<file path="src/hw/rtl/hbl_pkg.sv">
// ----------------------------------------------------------------------------
// hbl_pkg
// Shared types and constants for the Hamming-ball hash lookup.
// ----------------------------------------------------------------------------
`default_nettype none

package hbl_pkg;

  localparam int unsigned SlotBitsDef  = 12;
  localparam int unsigned MaxItemsDef  = 1024;
  localparam int unsigned MaxProbesDef = 16;
  localparam int unsigned ReturnCapDef = 64;
  localparam int unsigned FirstStep    = 15;
  localparam int unsigned CodeW        = 64;
  localparam int unsigned ModDigits    = 4;

  typedef enum logic [1:0] {
    CFG_CODE_BYTES    = 2'd0,
    CFG_SEARCH_RADIUS = 2'd1,
    CFG_TABLE_MODULUS = 2'd2,
    CFG_MAX_RETURN    = 2'd3
  } cfg_idx_e;

  typedef enum logic [2:0] {
    ST_INSERTED  = 3'd0,
    ST_POOL_FULL = 3'd1,
    ST_PROBE_LIM = 3'd2,
    ST_FOUND     = 3'd3,
    ST_NONE      = 3'd4
  } status_e;

  typedef enum logic [2:0] {
    S_CLEAR,
    S_IDLE,
    S_MOD,
    S_SLOT,
    S_EMIT,
    S_LINK,
    S_NEXT,
    S_FINISH
  } state_e;

endpackage

`default_nettype wire

</file>
<file path="src/hw/rtl/hbl_mod.sv">
// ----------------------------------------------------------------------------
// hbl_mod
// Iterative 64-bit modulo by a runtime modulus, four bits per cycle.
// ----------------------------------------------------------------------------
`default_nettype none

module hbl_mod #(
  parameter int unsigned SLOT_BITS = 12
) (
  input  wire logic                  clk_i,
  input  wire logic                  rst_ni,
  input  wire logic                  start_i,
  output      logic                  done_o,
  input  wire logic [63:0]           value_i,
  input  wire logic [SLOT_BITS:0]    modulus_i,
  output      logic [SLOT_BITS-1:0]  rem_o
);
  import hbl_pkg::*;

  localparam int unsigned MW    = SLOT_BITS + 1;
  localparam int unsigned Steps = CodeW / ModDigits;
  localparam int unsigned CW    = $clog2(Steps);

  logic [MW-1:0]    r_q, r_d;
  logic [CodeW-1:0] val_q;
  logic [CW-1:0]    cnt_q;
  logic             run_q, done_q;

  always_comb begin
    r_d = r_q;
    for (int s = 0; s < ModDigits; s++) begin
      r_d = {r_d[MW-2:0], val_q[CodeW-1-s]};
      if (r_d >= modulus_i) begin
        r_d = r_d - modulus_i;
      end
    end
  end

  always_ff @(posedge clk_i or negedge rst_ni) begin
    if (!rst_ni) begin
      run_q  <= 1'b0;
      done_q <= 1'b0;
      cnt_q  <= '0;
    end else begin
      done_q <= 1'b0;
      if (start_i) begin
        run_q <= 1'b1;
        cnt_q <= '0;
      end else if (run_q) begin
        cnt_q <= cnt_q + 1'b1;
        if (cnt_q == CW'(Steps - 1)) begin
          run_q  <= 1'b0;
          done_q <= 1'b1;
        end
      end
    end
  end

  always_ff @(posedge clk_i) begin
    if (start_i) begin
      r_q   <= '0;
      val_q <= value_i;
    end else if (run_q) begin
      r_q   <= r_d;
      val_q <= val_q << ModDigits;
    end
  end

  assign done_o = done_q;
  assign rem_o  = r_q[SLOT_BITS-1:0];

endmodule

`default_nettype wire

</file>
<file path="config.mk">
export PLATFORM = sky130hd
export DESIGN_NAME = hbl_mod
export DESIGN_NICKNAME = d
export VERILOG_FILES = /design/src/hw/rtl/hbl_pkg.sv /design/src/hw/rtl/hbl_mod.sv
export SDC_FILE = /design/constraint.sdc
export NUM_CORES = 1
export LEC_CHECK = 0
export ABC_AREA = 1
export BUFFER_PORTS_ARGS = -buffer_cell sky130_fd_sc_hd__buf_2
export CAP_MARGIN = 20
export CELL_PAD_IN_SITES_DETAIL_PLACEMENT = 1
export CELL_PAD_IN_SITES_GLOBAL_PLACEMENT = 1
export CORE_MARGIN = 3
export CORE_UTILIZATION = 46
export DETAILED_ROUTE_END_ITERATION = 10
export HOLD_SLACK_MARGIN = 0.15
export PLACE_DENSITY_LB_ADDON = 0.1
export SYNTH_ARGS = -nofsm -noshare
export SYNTH_HDL_FRONTEND = slang
export SYNTH_SLANG_ARGS = --single-unit
</file>
<file path="constraint.sdc">
create_clock -name clk_i -period 8.25 [get_ports clk_i]
set_clock_uncertainty 0.05 [all_clocks]
set_input_delay 0.4125 -clock clk_i [delete_from_list [all_inputs] [get_ports clk_i]]
set_output_delay 0.4125 -clock clk_i [all_outputs]
set_load 0.01 [all_outputs]
</file>
==> metrics.yaml <==
grt:
  grt_overflow: 0
  grt_usage_pct: 26.8
  grt_max_degree: 69
  grt_pass1_wl_mm: 33.9
  antenna_found_initial: 0
  first_global_vias: 6630
critical_path:
  reg2reg_slack_ns: 1.08
  crit_family: "simple AND/OR/NAND/NOR gates"
  cp.buffers_inverters: 8
  crit_fanout: 15
  critPathArrivalTime_ns: 7.36
  cp-startpoint: "val_q[63]$_DFFE_PP_"
  cp-start-kind: "register"
  r2r_start: "val_q[63]$_DFFE_PP_"
  rr_worst_depth: 45
  crit_path_end_kind: "register"
  critPathKind: "reg -> reg"
  slowest_delay_ns: 0.42
  r2r_end: "r_q[3]$_SDFFE_PP0P_"
  required_ns: 8.44
  crit_top_cell: "nand2_1"
  slowest_stage: "edfxtp_1"
floorplan:
  die-width_um: 126
  initial_core_util_pct: 47.4
  die_area_sq_um: 16000
  rows: 43
  core_sq_um: 14000
  io_pins: 93
  die_y_um: 126
placed_design:
  port_buffers: 92
  routabilityCongestion: 0.916
  hpwl_mm: 16.5
  placedInstanceArea_sq_um: 7240
clocking:
  cts_resized: 0
  cts.reportedPaths.clkPinSlew_ns: 0.07
  post_cts_buffers: 0
  cts_buffer_depth: 2
  cts_tree: "yes"
  clock_latency_ns: 0.34
  cts-root-buf: "clkbuf_16"
  htree_levels: 3
  cts_buffers: 9
  cts_sinks: 82
detailed_routing:
  wl_per_cell_um: 17.7
  drc_errors: 0
  routed_wl_mm: 21.1
  vias: 6397
  dr.pass1.iters: 5
  routed_via_density: 5.37
  drtIter0Drc: 396
  ant_nets: 0
timing:
  tightest_slew_ns: 1.00
  relSlewSlack_pct: 33.2
  setup_viol: 0
  hold_violations: 0
  period_share_pct: 86.9
  slew_violations: 0
  min_period_ns: 7.17
  max_freq_mhz: 139
  tns_ns: 0
  grt_setup_unrepaired: "no"
synth:
  synth_area_leaders: "edfxtp_1 29%, nand2_1 23%, ha_1 10%"
  synth_seq_cells: 82
  synth.distinct_cells: 44
  synthCells: 921
  syn-num-nets: 1058
  synthArstFlopShare_pct: 7.32
  synth_commonest_cells: "404 x nand2_1, 93 x inv_1, 64 x edfxtp_1"
  synth-edff-count: 64
  syn_area_per_cell_sq_um: 7.23
  synth.most_common_cell: "nand2_1"
  synth_top_area_share_pct: 28.8
  yosysTopAreaCell: "edfxtp_1"
  synth_area_sq_um: 6660
  synth_ff_type: "edfxtp_1"
  yosysWarningCount: 0
  ys_seq_area_share_pct: 34.7
final_layout:
  drive_above_1_share_pct: 15.8
  syn2layout_area_growth_pct: 13.3
  fin_nets: 1143
  regArea_sq_um: 2310
  multi_input_area_sq_um: 3840
  fill_cells: 1858
  antenna_cells: 0
  fin_area_sq_um: 7550
status:
  status: "completed"
run:
  cap_viol_max_count: 0
worst_hold_path:
  holdPathStages: 3
  hp-class: "in -> reg"
  hold_path.startpoint: "value_i[2]"
  min_to: "val_q[2]$_SDFFCE_PN0P_"
==> worst register-to-register path: cells and delay by family (launching register included) <==
kind	cells	cell delay, ns
fa+ha+maj	5	1.57
flops	1	0.42
buf+inv	8	1.02
compound gates	3	0.49
simple gates	29	3.53
==> metal layers <==
metal	up-vias	share of wire [%]	global-route usage (%)
li1	3134	-	-
met1	3045	42	32.5
met2	179	51	49.2
met3	39	4.6	3.75
met4	0	2.6	7.89
met5	-	0	0
==> placed cells by master, fill, tap and decap left out, types with 4 or more instances in the layout <==
cell,instances
nand2_1,404
inv_1,92
buf_2,92
edfxtp_1,64
ha_1,53
nand3_1,46
a21oi_1,42
nor2_1,40
o21ai_0,15
nand3_2,15
xnor2_1,14
xor2_1,14
dfxtp_1,12
inv_2,9
clkbuf_16,9
nand4_1,8
nand2_2,7
nand3b_1,7
dfrtp_1,6
a31oi_1,5
a21oi_2,5
or2_1,5
fa_1,4
==> through the flow <==
step | std cells | utilization (%) | hold slack (ns) | setup slack (ns)
after floorplan | 921 | - | 0.0669 | 2.53
after global placement | 1174 | 51.6 | 0.194 | 1.11
after detailed placement | 1174 | 51.6 | 0.194 | 0.953
after CTS | 1191 | 53.8 | 0.271 | 1.19
after global routing | 1191 | 53.8 | 0.282 | 0.525
final | 1191 | 53.8 | 0.274 | 1.08
==> state kept, by name, summed over array words and instances (netlist names) <==
signal,flops
val_q,64
r_q,12
cnt_q,4
done_o,1
run_q,1
==> how the worst max path moves through the flow <==
| stage | to | slack [ns] | cells after the start |
|---|---|---|---|
| after detailed placement | r_q[3]$_SDFFE_PP0P_ | 0.95 | 43 |
| after global placement | r_q[6]$_SDFFE_PP0P_ | 1.11 | 41 |
| after global routing | r_q[7]$_SDFFE_PP0P_ | 0.52 | 46 |
| after floorplan | r_q[0]$_SDFFE_PP0P_ | 2.53 | 45 |
| after CTS | r_q[3]$_SDFFE_PP0P_ | 1.19 | 46 |
| final | r_q[3]$_SDFFE_PP0P_ | 1.08 | 45 |
==> repair_timing <==
action,4_1_cts,5_1_grt
setup endpoints to repair,0,0
hold buffers,1,0
hold endpoints to repair,6,0
==> cell type report <==
| type | count | area share, % |
|---|---|---|
| inverter | 102 | 5.11 |
| multi-input combinational | 716 | 50.9 |
| timing repair buffer | 95 | 6.43 |
| tap | 180 | 2.98 |
| sequential | 82 | 30.6 |
| clock buffer | 10 | 3.03 |
| clock inverter | 6 | 0.879 |
==> logic make-up (layout without fill, tap and decap cells) <==
| group | count (synthesis) | after routing | share of synthesized area [%] |
|---|---|---|---|
| xor+xnor | 28 | 28 | 3.68 |
| mux | 1 | 1 | 0.150 |
| buf+inv | 123 | 213 | 7.59 |
| flops | 82 | 82 | 34.7 |
| simple gates | 548 | 548 | 35.5 |
| fa+ha+maj | 57 | 57 | 11.2 |
| compound gates | 82 | 82 | 7.25 |
Power is left out: the tool's default activity adds up to more than one toggle a clock period on the data nets, which glitch-free logic cannot reach.
