File: src/hw/rtl/hbl_ram.sv
// ----------------------------------------------------------------------------
// hbl_ram
// Generic simple dual-port RAM, one write and one registered read port.
// ----------------------------------------------------------------------------
`default_nettype none

module hbl_ram #(
  parameter int unsigned WIDTH = 8,
  parameter int unsigned DEPTH = 16
) (
  input  wire logic                     clk_i,
  input  wire logic                     we_i,
  input  wire logic [$clog2(DEPTH)-1:0] waddr_i,
  input  wire logic [WIDTH-1:0]         wdata_i,
  input  wire logic [$clog2(DEPTH)-1:0] raddr_i,
  output      logic [WIDTH-1:0]         rdata_o
);

  logic [WIDTH-1:0] mem_q [DEPTH];

  always_ff @(posedge clk_i) begin
    if (we_i) begin
      mem_q[waddr_i] <= wdata_i;
    end
    rdata_o <= mem_q[raddr_i];
  end

endmodule

`default_nettype wire

File: config.mk
export PLATFORM = sky130hd
export DESIGN_NAME = hbl_ram
export DESIGN_NICKNAME = d
export VERILOG_FILES = /design/src/hw/rtl/hbl_ram.sv
export SDC_FILE = /design/constraint.sdc
export NUM_CORES = 1
export LEC_CHECK = 0
export ABC_AREA = 1
export BUFFER_PORTS_ARGS = -buffer_cell sky130_fd_sc_hd__buf_2
export CAP_MARGIN = 5
export CORE_MARGIN = 10
export CORE_UTILIZATION = 25
export DETAILED_ROUTE_END_ITERATION = 7
export PLACE_DENSITY_LB_ADDON = 0.15
export SETUP_SLACK_MARGIN = 0.5
export SYNTH_ARGS = -nofsm -noshare
export SYNTH_HDL_FRONTEND = slang
export SYNTH_SLANG_ARGS = --single-unit
File: constraint.sdc
create_clock -name clk_i -period 1.45 [get_ports clk_i]
set_clock_uncertainty 0.1 [all_clocks]
set_input_delay 0.29 -clock clk_i [delete_from_list [all_inputs] [get_ports clk_i]]
set_output_delay 0.29 -clock clk_i [all_outputs]
set_load 0.05 [all_outputs]
==> flow_summary_export.csv, run 1 <==
group,metric,value,unit
outcome,status,"finished clean",
route,wl_per_cell,17.0,um
worst_setup_path,r2r_slack,0.39,ns
grt,grt_pass1_wl,23.6,mm
route,drc_errors,0,
timing,tns,0,ns
worst_setup_path,critPathLaunchType,"flip-flop",
power_and_ir_drop,fin_total_pwr,10100,uW
cts,cts_hold_buf,0,
timing,worstMarginPinSlew,0.518,ns
grt,use_met1,13.0,%
power_and_ir_drop,power_frac_clock,47.4,%
final_layout,layout.nets,626,
grt,grt_pass1_vias,4123,
yosys,yosysTopAreaCell,"edfxtp_1",
worst_setup_path,cp-end-kind,"output port",
yosys,synth_nets,569,
placement,place_area,0.00671,mm2
cts,cts_buffer_depth,2,
route,drtIter0Drc,157,
worst_setup_path,crit_family,"flip-flops",
yosys,yosys_warnings,0,
timing,fin_crit_sh,92.0,%
route,viasPerCell,4.28,
die,core,0.0226,mm2
grt,busiest_layer,"met2",
yosys,synth_edf_count,128,
worst_setup_path,regToRegEndpoint,"rdata_o[2]",
timing,max_freq,750,MHz
worst_setup_path,critPathArrivalTime,0.94,ns
final_layout,drive_gt1_share,31.9,%
worst_setup_path,setup.worst_path.end,"rdata_o[5]",
timing,rsz0062_at_grt,"yes",
timing,min_period,1.33,ns
worst_setup_path,path_depth,1,
die,die_y,172,um
job,maxCapViolCount,0,
power_and_ir_drop,powerDensity,1290,mW/mm2
worst_setup_path,crit_path_top_delay_cell,"dfxtp_4",
route,first_pass_iters,4,
cts,cts_buffers,17,
yosys,synth_cells,551,
placement,dp_worst_setup_slack,-0.121,ns
worst_setup_path,crit_type,"flip-flop to output port",
cts,root_buffer,"clkbuf_16",
yosys,ys_top_cells_by_area,"edfxtp_1, nand2_1, nand3_1",
die,start_util,25.5,%
final_layout,final_cells,906,
worst_setup_path,timing.critical_path.buf_inv,1,
timing,hold_violations,0,
final_layout,final_area,0.00785,mm2
cts,cts-htree-levels,4,
cts,insertion_delay,0.42,ns
route,drtAntennaViolNets,0,
worst_setup_path,rr_worst_depth,6,
route,wl,15.4,mm
worst_setup_path,startpoint,"rdata_o[5]",
yosys,ys_seq_area_share,69.4,%
placement,gp_congestion,0.776,
hold_path,hp-class,"input pin to flip-flop",
die,ios,26,
power_and_ir_drop,ir_drop,0.000689,V
timing,fin_ws,0.116,ns
grt,grtUsageMet2,19.3,%
grt,grt_use_total,11.0,%
yosys,ys_ff_latch,136,
grt,gr-usage-met3,2.64,%
worst_setup_path,crit_required,1.06,ns
timing,slew_viol_final,0,
placement,dp_cells,873,
yosys,synth_flop_cell,"edfxtp_1",
power_and_ir_drop,p_sw,2230,uW
grt,overflow,0,
yosys,ys_async_sr_fraction,0,%
die,dieArea,0.0295,mm2
power_and_ir_drop,internal_power,7920,uW
placement,dp_hpwl,10.1,mm
worst_setup_path,cp_cell_sequence,"buf_8",
die,dieWidth,172,um
power_and_ir_drop,switching_share,22.0,%
timing,finalSetupViolCount,0,
final_layout,antenna-diode-count,0,
yosys,synth_cell_type_count,12,
final_layout,syn2layout_area_growth,36.1,%
yosys,netlist_area,0.00577,mm2
yosys,syn-mean-instance-area,10.5,um2
power_and_ir_drop,p_seq_share,43.8,%
worst_setup_path,worstPathMaxFanout,1,
worst_setup_path,cp_slowest_stage_delay,0.38,ns
cts,cts_tree,"built",
yosys,synth_top_area_share,66.7,%
grt,grt_max_degree,38,
worst_setup_path,rr_startpoint,"mem_q[2][2]",
route,dr_total_vias,3878,
cts,path_clk_slew,0.06,ns
power_and_ir_drop,power.leakage,0.00326,uW
die,rows,55,
yosys,synth_common_cells,"nand2_1, edfxtp_1, inv_1",
placement,port_buffers,25,
grt,antenna_found_initial,0,
yosys,yosysMostFrequentCell,"nand2_1",
cts,clock-sinks,136,
power_and_ir_drop,comb_power_share,8.8,%
timing,max_slew_margin,65.4,%
## state kept, by name, indices dropped and copies added, names as in the netlist
register	cells
mem_q	128
rdata_o	8
## cell families (layout without fill, tap and decap cells)
logic type,Yosys count,after routing,share of synthesized area [%]
and+or+nand+nor,289,289,21.0
buffers and inverters,126,196,9.52
DFF,136,136,69.4
## timing repair
action | in CTS | in global routing
endpoints found under the setup margin | 117 | 128
pin swaps | 31 | 30
buffers inserted | 1 | 0
resized for setup | 68 | 41
hold endpoints to repair | 0 | 0
## layout by cell type, fill, tap and decap left out, types with 4 or more instances in the layout
| cell type | instances |
|---|---|
| inv_4 | 5 |
| dfxtp_2 | 5 |
| nand2_4 | 5 |
| buf_4 | 15 |
| nand3_1 | 45 |
| nor2_4 | 13 |
| inv_1 | 95 |
| nand2_2 | 18 |
| bufinv_16 | 6 |
| buf_12 | 16 |
| edfxtp_1 | 128 |
| nor2_2 | 4 |
| nand3_2 | 49 |
| buf_6 | 8 |
| buf_2 | 13 |
| nand2_1 | 150 |
| clkbuf_16 | 17 |
| buf_8 | 9 |
## power groups by stage
| stage | Combinational, uW | Sequential, uW | Clock (uW) |
|---|---|---|---|
| finish | 894 | 4450 | 4810 |
| global route | 973 | 4450 | 5080 |
| CTS | 868 | 4450 | 4900 |
| detailed placement | 766 | 4520 | 0 |
| global placement | 765 | 4520 | 0 |
| floorplan | 373 | 4600 | 0 |
## per-layer routing
metal  up-vias  wire [um]
met1      1937       6780
met2        41       7990
met4         0        213
li1       1887          -
met3        13        422
met5         -          0
## worst min path at each step
stage | startpoint | end | slack [ns] | cells past startpoint
2_1_floorplan | wdata_i[0] | mem_q[0][0] | 0.29 | 0
3_3_place_gp | mem_q[14][4] | rdata_o[4] | 0.56 | 6
3_5_place_dp | mem_q[12][2] | rdata_o[2] | 0.57 | 6
4_1_cts | wdata_i[5] | mem_q[0][5] | 0.20 | 1
5_1_grt | wdata_i[7] | mem_q[4][7] | 0.21 | 1
6_report | wdata_i[3] | mem_q[9][3] | 0.22 | 1
## metrics by stage
| step | utilization (%) | hold slack (ns) |
|---|---|---|
| after global routing | 34.7 | 0.209 |
| after detailed placement | 29.6 | 0.568 |
| after CTS | 33.9 | 0.203 |
| final | 34.7 | 0.216 |
| after global placement | 29.6 | 0.564 |
| after floorplan | - | 0.289 |
## area by class of cell
class / instances / area (um2)
fillers: 2234 / 14800
flip-flops and latches: 136 / 4020
multi-input cells: 289 / 1690
repair buffers: 62 / 731
clock buffers: 17 / 425
inverters: 102 / 395
well taps: 285 / 357
clock inverters: 15 / 231
No activity file was read; power rests on OpenSTA's default activity.
==> inputs of run 2 (changes only) <==
SETUP_SLACK_MARGIN = default   (was 0.5)
clock period = 1.5 ns   (was 1.45 ns; I/O delays follow)
==> run 2 against run 1 <==
  * Worst setup slack got worse by 0.024 ns
  * Routed wire length decreased by 9.5%
  * Die area unchanged
  * Flip-flop and latch count unchanged
  * First-iteration DRC count increased by 26%
  * Largest power group is now sequential cells
  * Non-clock buffer count decreased by 5
  * Cell area decreased by 11%
  * Final cell count decreased by 0.66%
==> flow_summary_export.csv, run 2 (same netlist as run 1, synthesis figures left out) <==
group,metric,value,unit
die,dieWidth,172,um
final_layout,final_cell_mix,"nand2_1, edfxtp_1, inv_1",
final_layout,final_common_cell,"nand2_1",
timing,fin_crit_sh,93.8,%
outcome,status,"finished clean",
timing,finalSetupViolCount,0,
cts,insertion_delay,0.41,ns
cts,cts_buffers,17,
final_layout,reg_top3,"mem_q: 128 flops, rdata_o: 8 flops",
final_layout,antenna-diode-count,0,
timing,whs,0.184,ns
final_layout,drive_gt1_share,14.3,%
worst_setup_path,worstPathMaxFanout,1,
die,die_y,172,um
grt,antenna_found_initial,0,
grt,grt_pass1_wl,21.9,mm
timing,rsz0062_at_grt,"no",
cts,cts-htree-levels,4,
power_and_ir_drop,ir_drop,0.000723,V
final_layout,fillerInstances,2292,
final_layout,largest-register,"mem_q",
route,drc_errors,0,
worst_setup_path,crit_required,1.10,ns
final_layout,syn2layout_area_growth,21.6,%
timing,fin_ws,0.0925,ns
placement,dp_hpwl,9.74,mm
final_layout,largest_reg_flops,128,
cts,clock-sinks,136,
placement,dp_cells,869,
worst_setup_path,cp-end-kind,"output port",
die,dieArea,0.0295,mm2
hold_path,hp-class,"input pin to flip-flop",
timing,slew_viol_final,0,
route,first_pass_iters,4,
die,rows,55,
route,viasPerCell,4.14,
cts,cts_buffer_depth,2,
worst_setup_path,timing.critical_path.buf_inv,1,
placement,port_buffers,25,
route,drtIter0Drc,198,
grt,overflow,0,
worst_setup_path,critPathArrivalTime,1.01,ns
power_and_ir_drop,powerDensity,1300,mW/mm2
job,maxCapViolCount,0,
worst_setup_path,cp_cell_sequence,"buf_4",
route,wl,14.0,mm
cts,post_cts_buffers,0,
route,drtAntennaViolNets,0,
timing,max_freq,710,MHz
timing,tns,0,ns
worst_setup_path,crit_path_top_delay_cell,"dfxtp_1",
power_and_ir_drop,power.leakage,0.00301,uW
timing,min_period,1.41,ns
die,ios,26,
cts,root_buffer,"clkbuf_16",
timing,worstMarginPinSlew,0.365,ns
final_layout,layout.nets,621,
worst_setup_path,cp_slowest_stage_delay,0.37,ns
timing,hold_violations,0,
cts,cts_hold_buf,0,
grt,grt_pass1_vias,3890,
final_layout,final_cells,900,
worst_setup_path,crit_family,"flip-flops",
timing,max_slew_margin,75.7,%
route,dr_total_vias,3727,
placement,gp_congestion,0.774,
die,start_util,25.5,%
cts,cts_tree,"built",
die,core,0.0226,mm2
placement,dp_worst_setup_slack,0.0471,ns
worst_setup_path,critPathLaunchType,"flip-flop",
cts,path_clk_slew,0.06,ns
cts,cts_resized,2,
worst_setup_path,crit_type,"flip-flop to output port",
route,wl_per_cell,15.5,um
grt,grt_use_total,10.0,%
grt,grt_max_degree,37,
-- run 2: changes by cell type in the layout (fill, tap and decap cells not counted), sizes merged --
cell,before,now
buf,61,57
bufinv,6,3
clkbuf,18,22
clkinv,8,5
-- run 2: per-layer routing --
layer	track usage [%]	share of wire, %	up-vias
met3	2.21	3.1	15
li1	-	-	1879
met5	0	0	-
met4	4.20	1.8	0
met2	16.4	48	66
met1	12.5	47	1767
-- run 2: worst reg2reg max path: stages (launching register included) --
cell,delay [ns]
edfxtp_1,0.37
inv_1,0.06
nand2_1,0.05
nand3_1,0.08
nand3_1,0.10
nand3_1,0.15
nand2_1,0.07
-- run 2: final cells by class --
| cell class | instances | area [um2] | area share (%) |
|---|---|---|---|
| clock inverters | 9 | 123 | 1.75 |
| multi-input cells | 289 | 1210 | 17.3 |
| clock buffers | 22 | 474 | 6.76 |
| well taps | 285 | 357 | 5.09 |
| repair buffers | 57 | 458 | 6.53 |
| inverters | 102 | 383 | 5.46 |
| flip-flops and latches | 136 | 4000 | 57.1 |
-- run 2: final timing paths --
check               startpoint           end  slack (ns)  cells after the start
hold reg to reg   mem_q[10][0]    rdata_o[0]        0.57                      6
setup / recovery    rdata_o[4]    rdata_o[4]        0.09                      1
hold / removal      wdata_i[5]  mem_q[10][5]        0.18                      1
setup reg to reg   mem_q[6][0]    rdata_o[0]        0.41                      6
-- run 2: metrics by stage --
stage | power [uW] | util [%] | cell area [um2]
CTS | 9210 | 31.0 | 7010
global route | 9440 | 31.0 | 7010
finish | 9090 | 31.0 | 7010
global placement | 5010 | 28.3 | 6410
floorplan | 4730 | - | 5770
detailed placement | 5010 | 28.3 | 6410
-- run 2: power breakdown --
part | total (uW) | switching [uW] | internal [uW]
sequential | 4280 | 27.0 | 4250
clock | 4170 | 1450 | 2720
combinational | 644 | 448 | 196
total | 9090 | 1930 | 7170
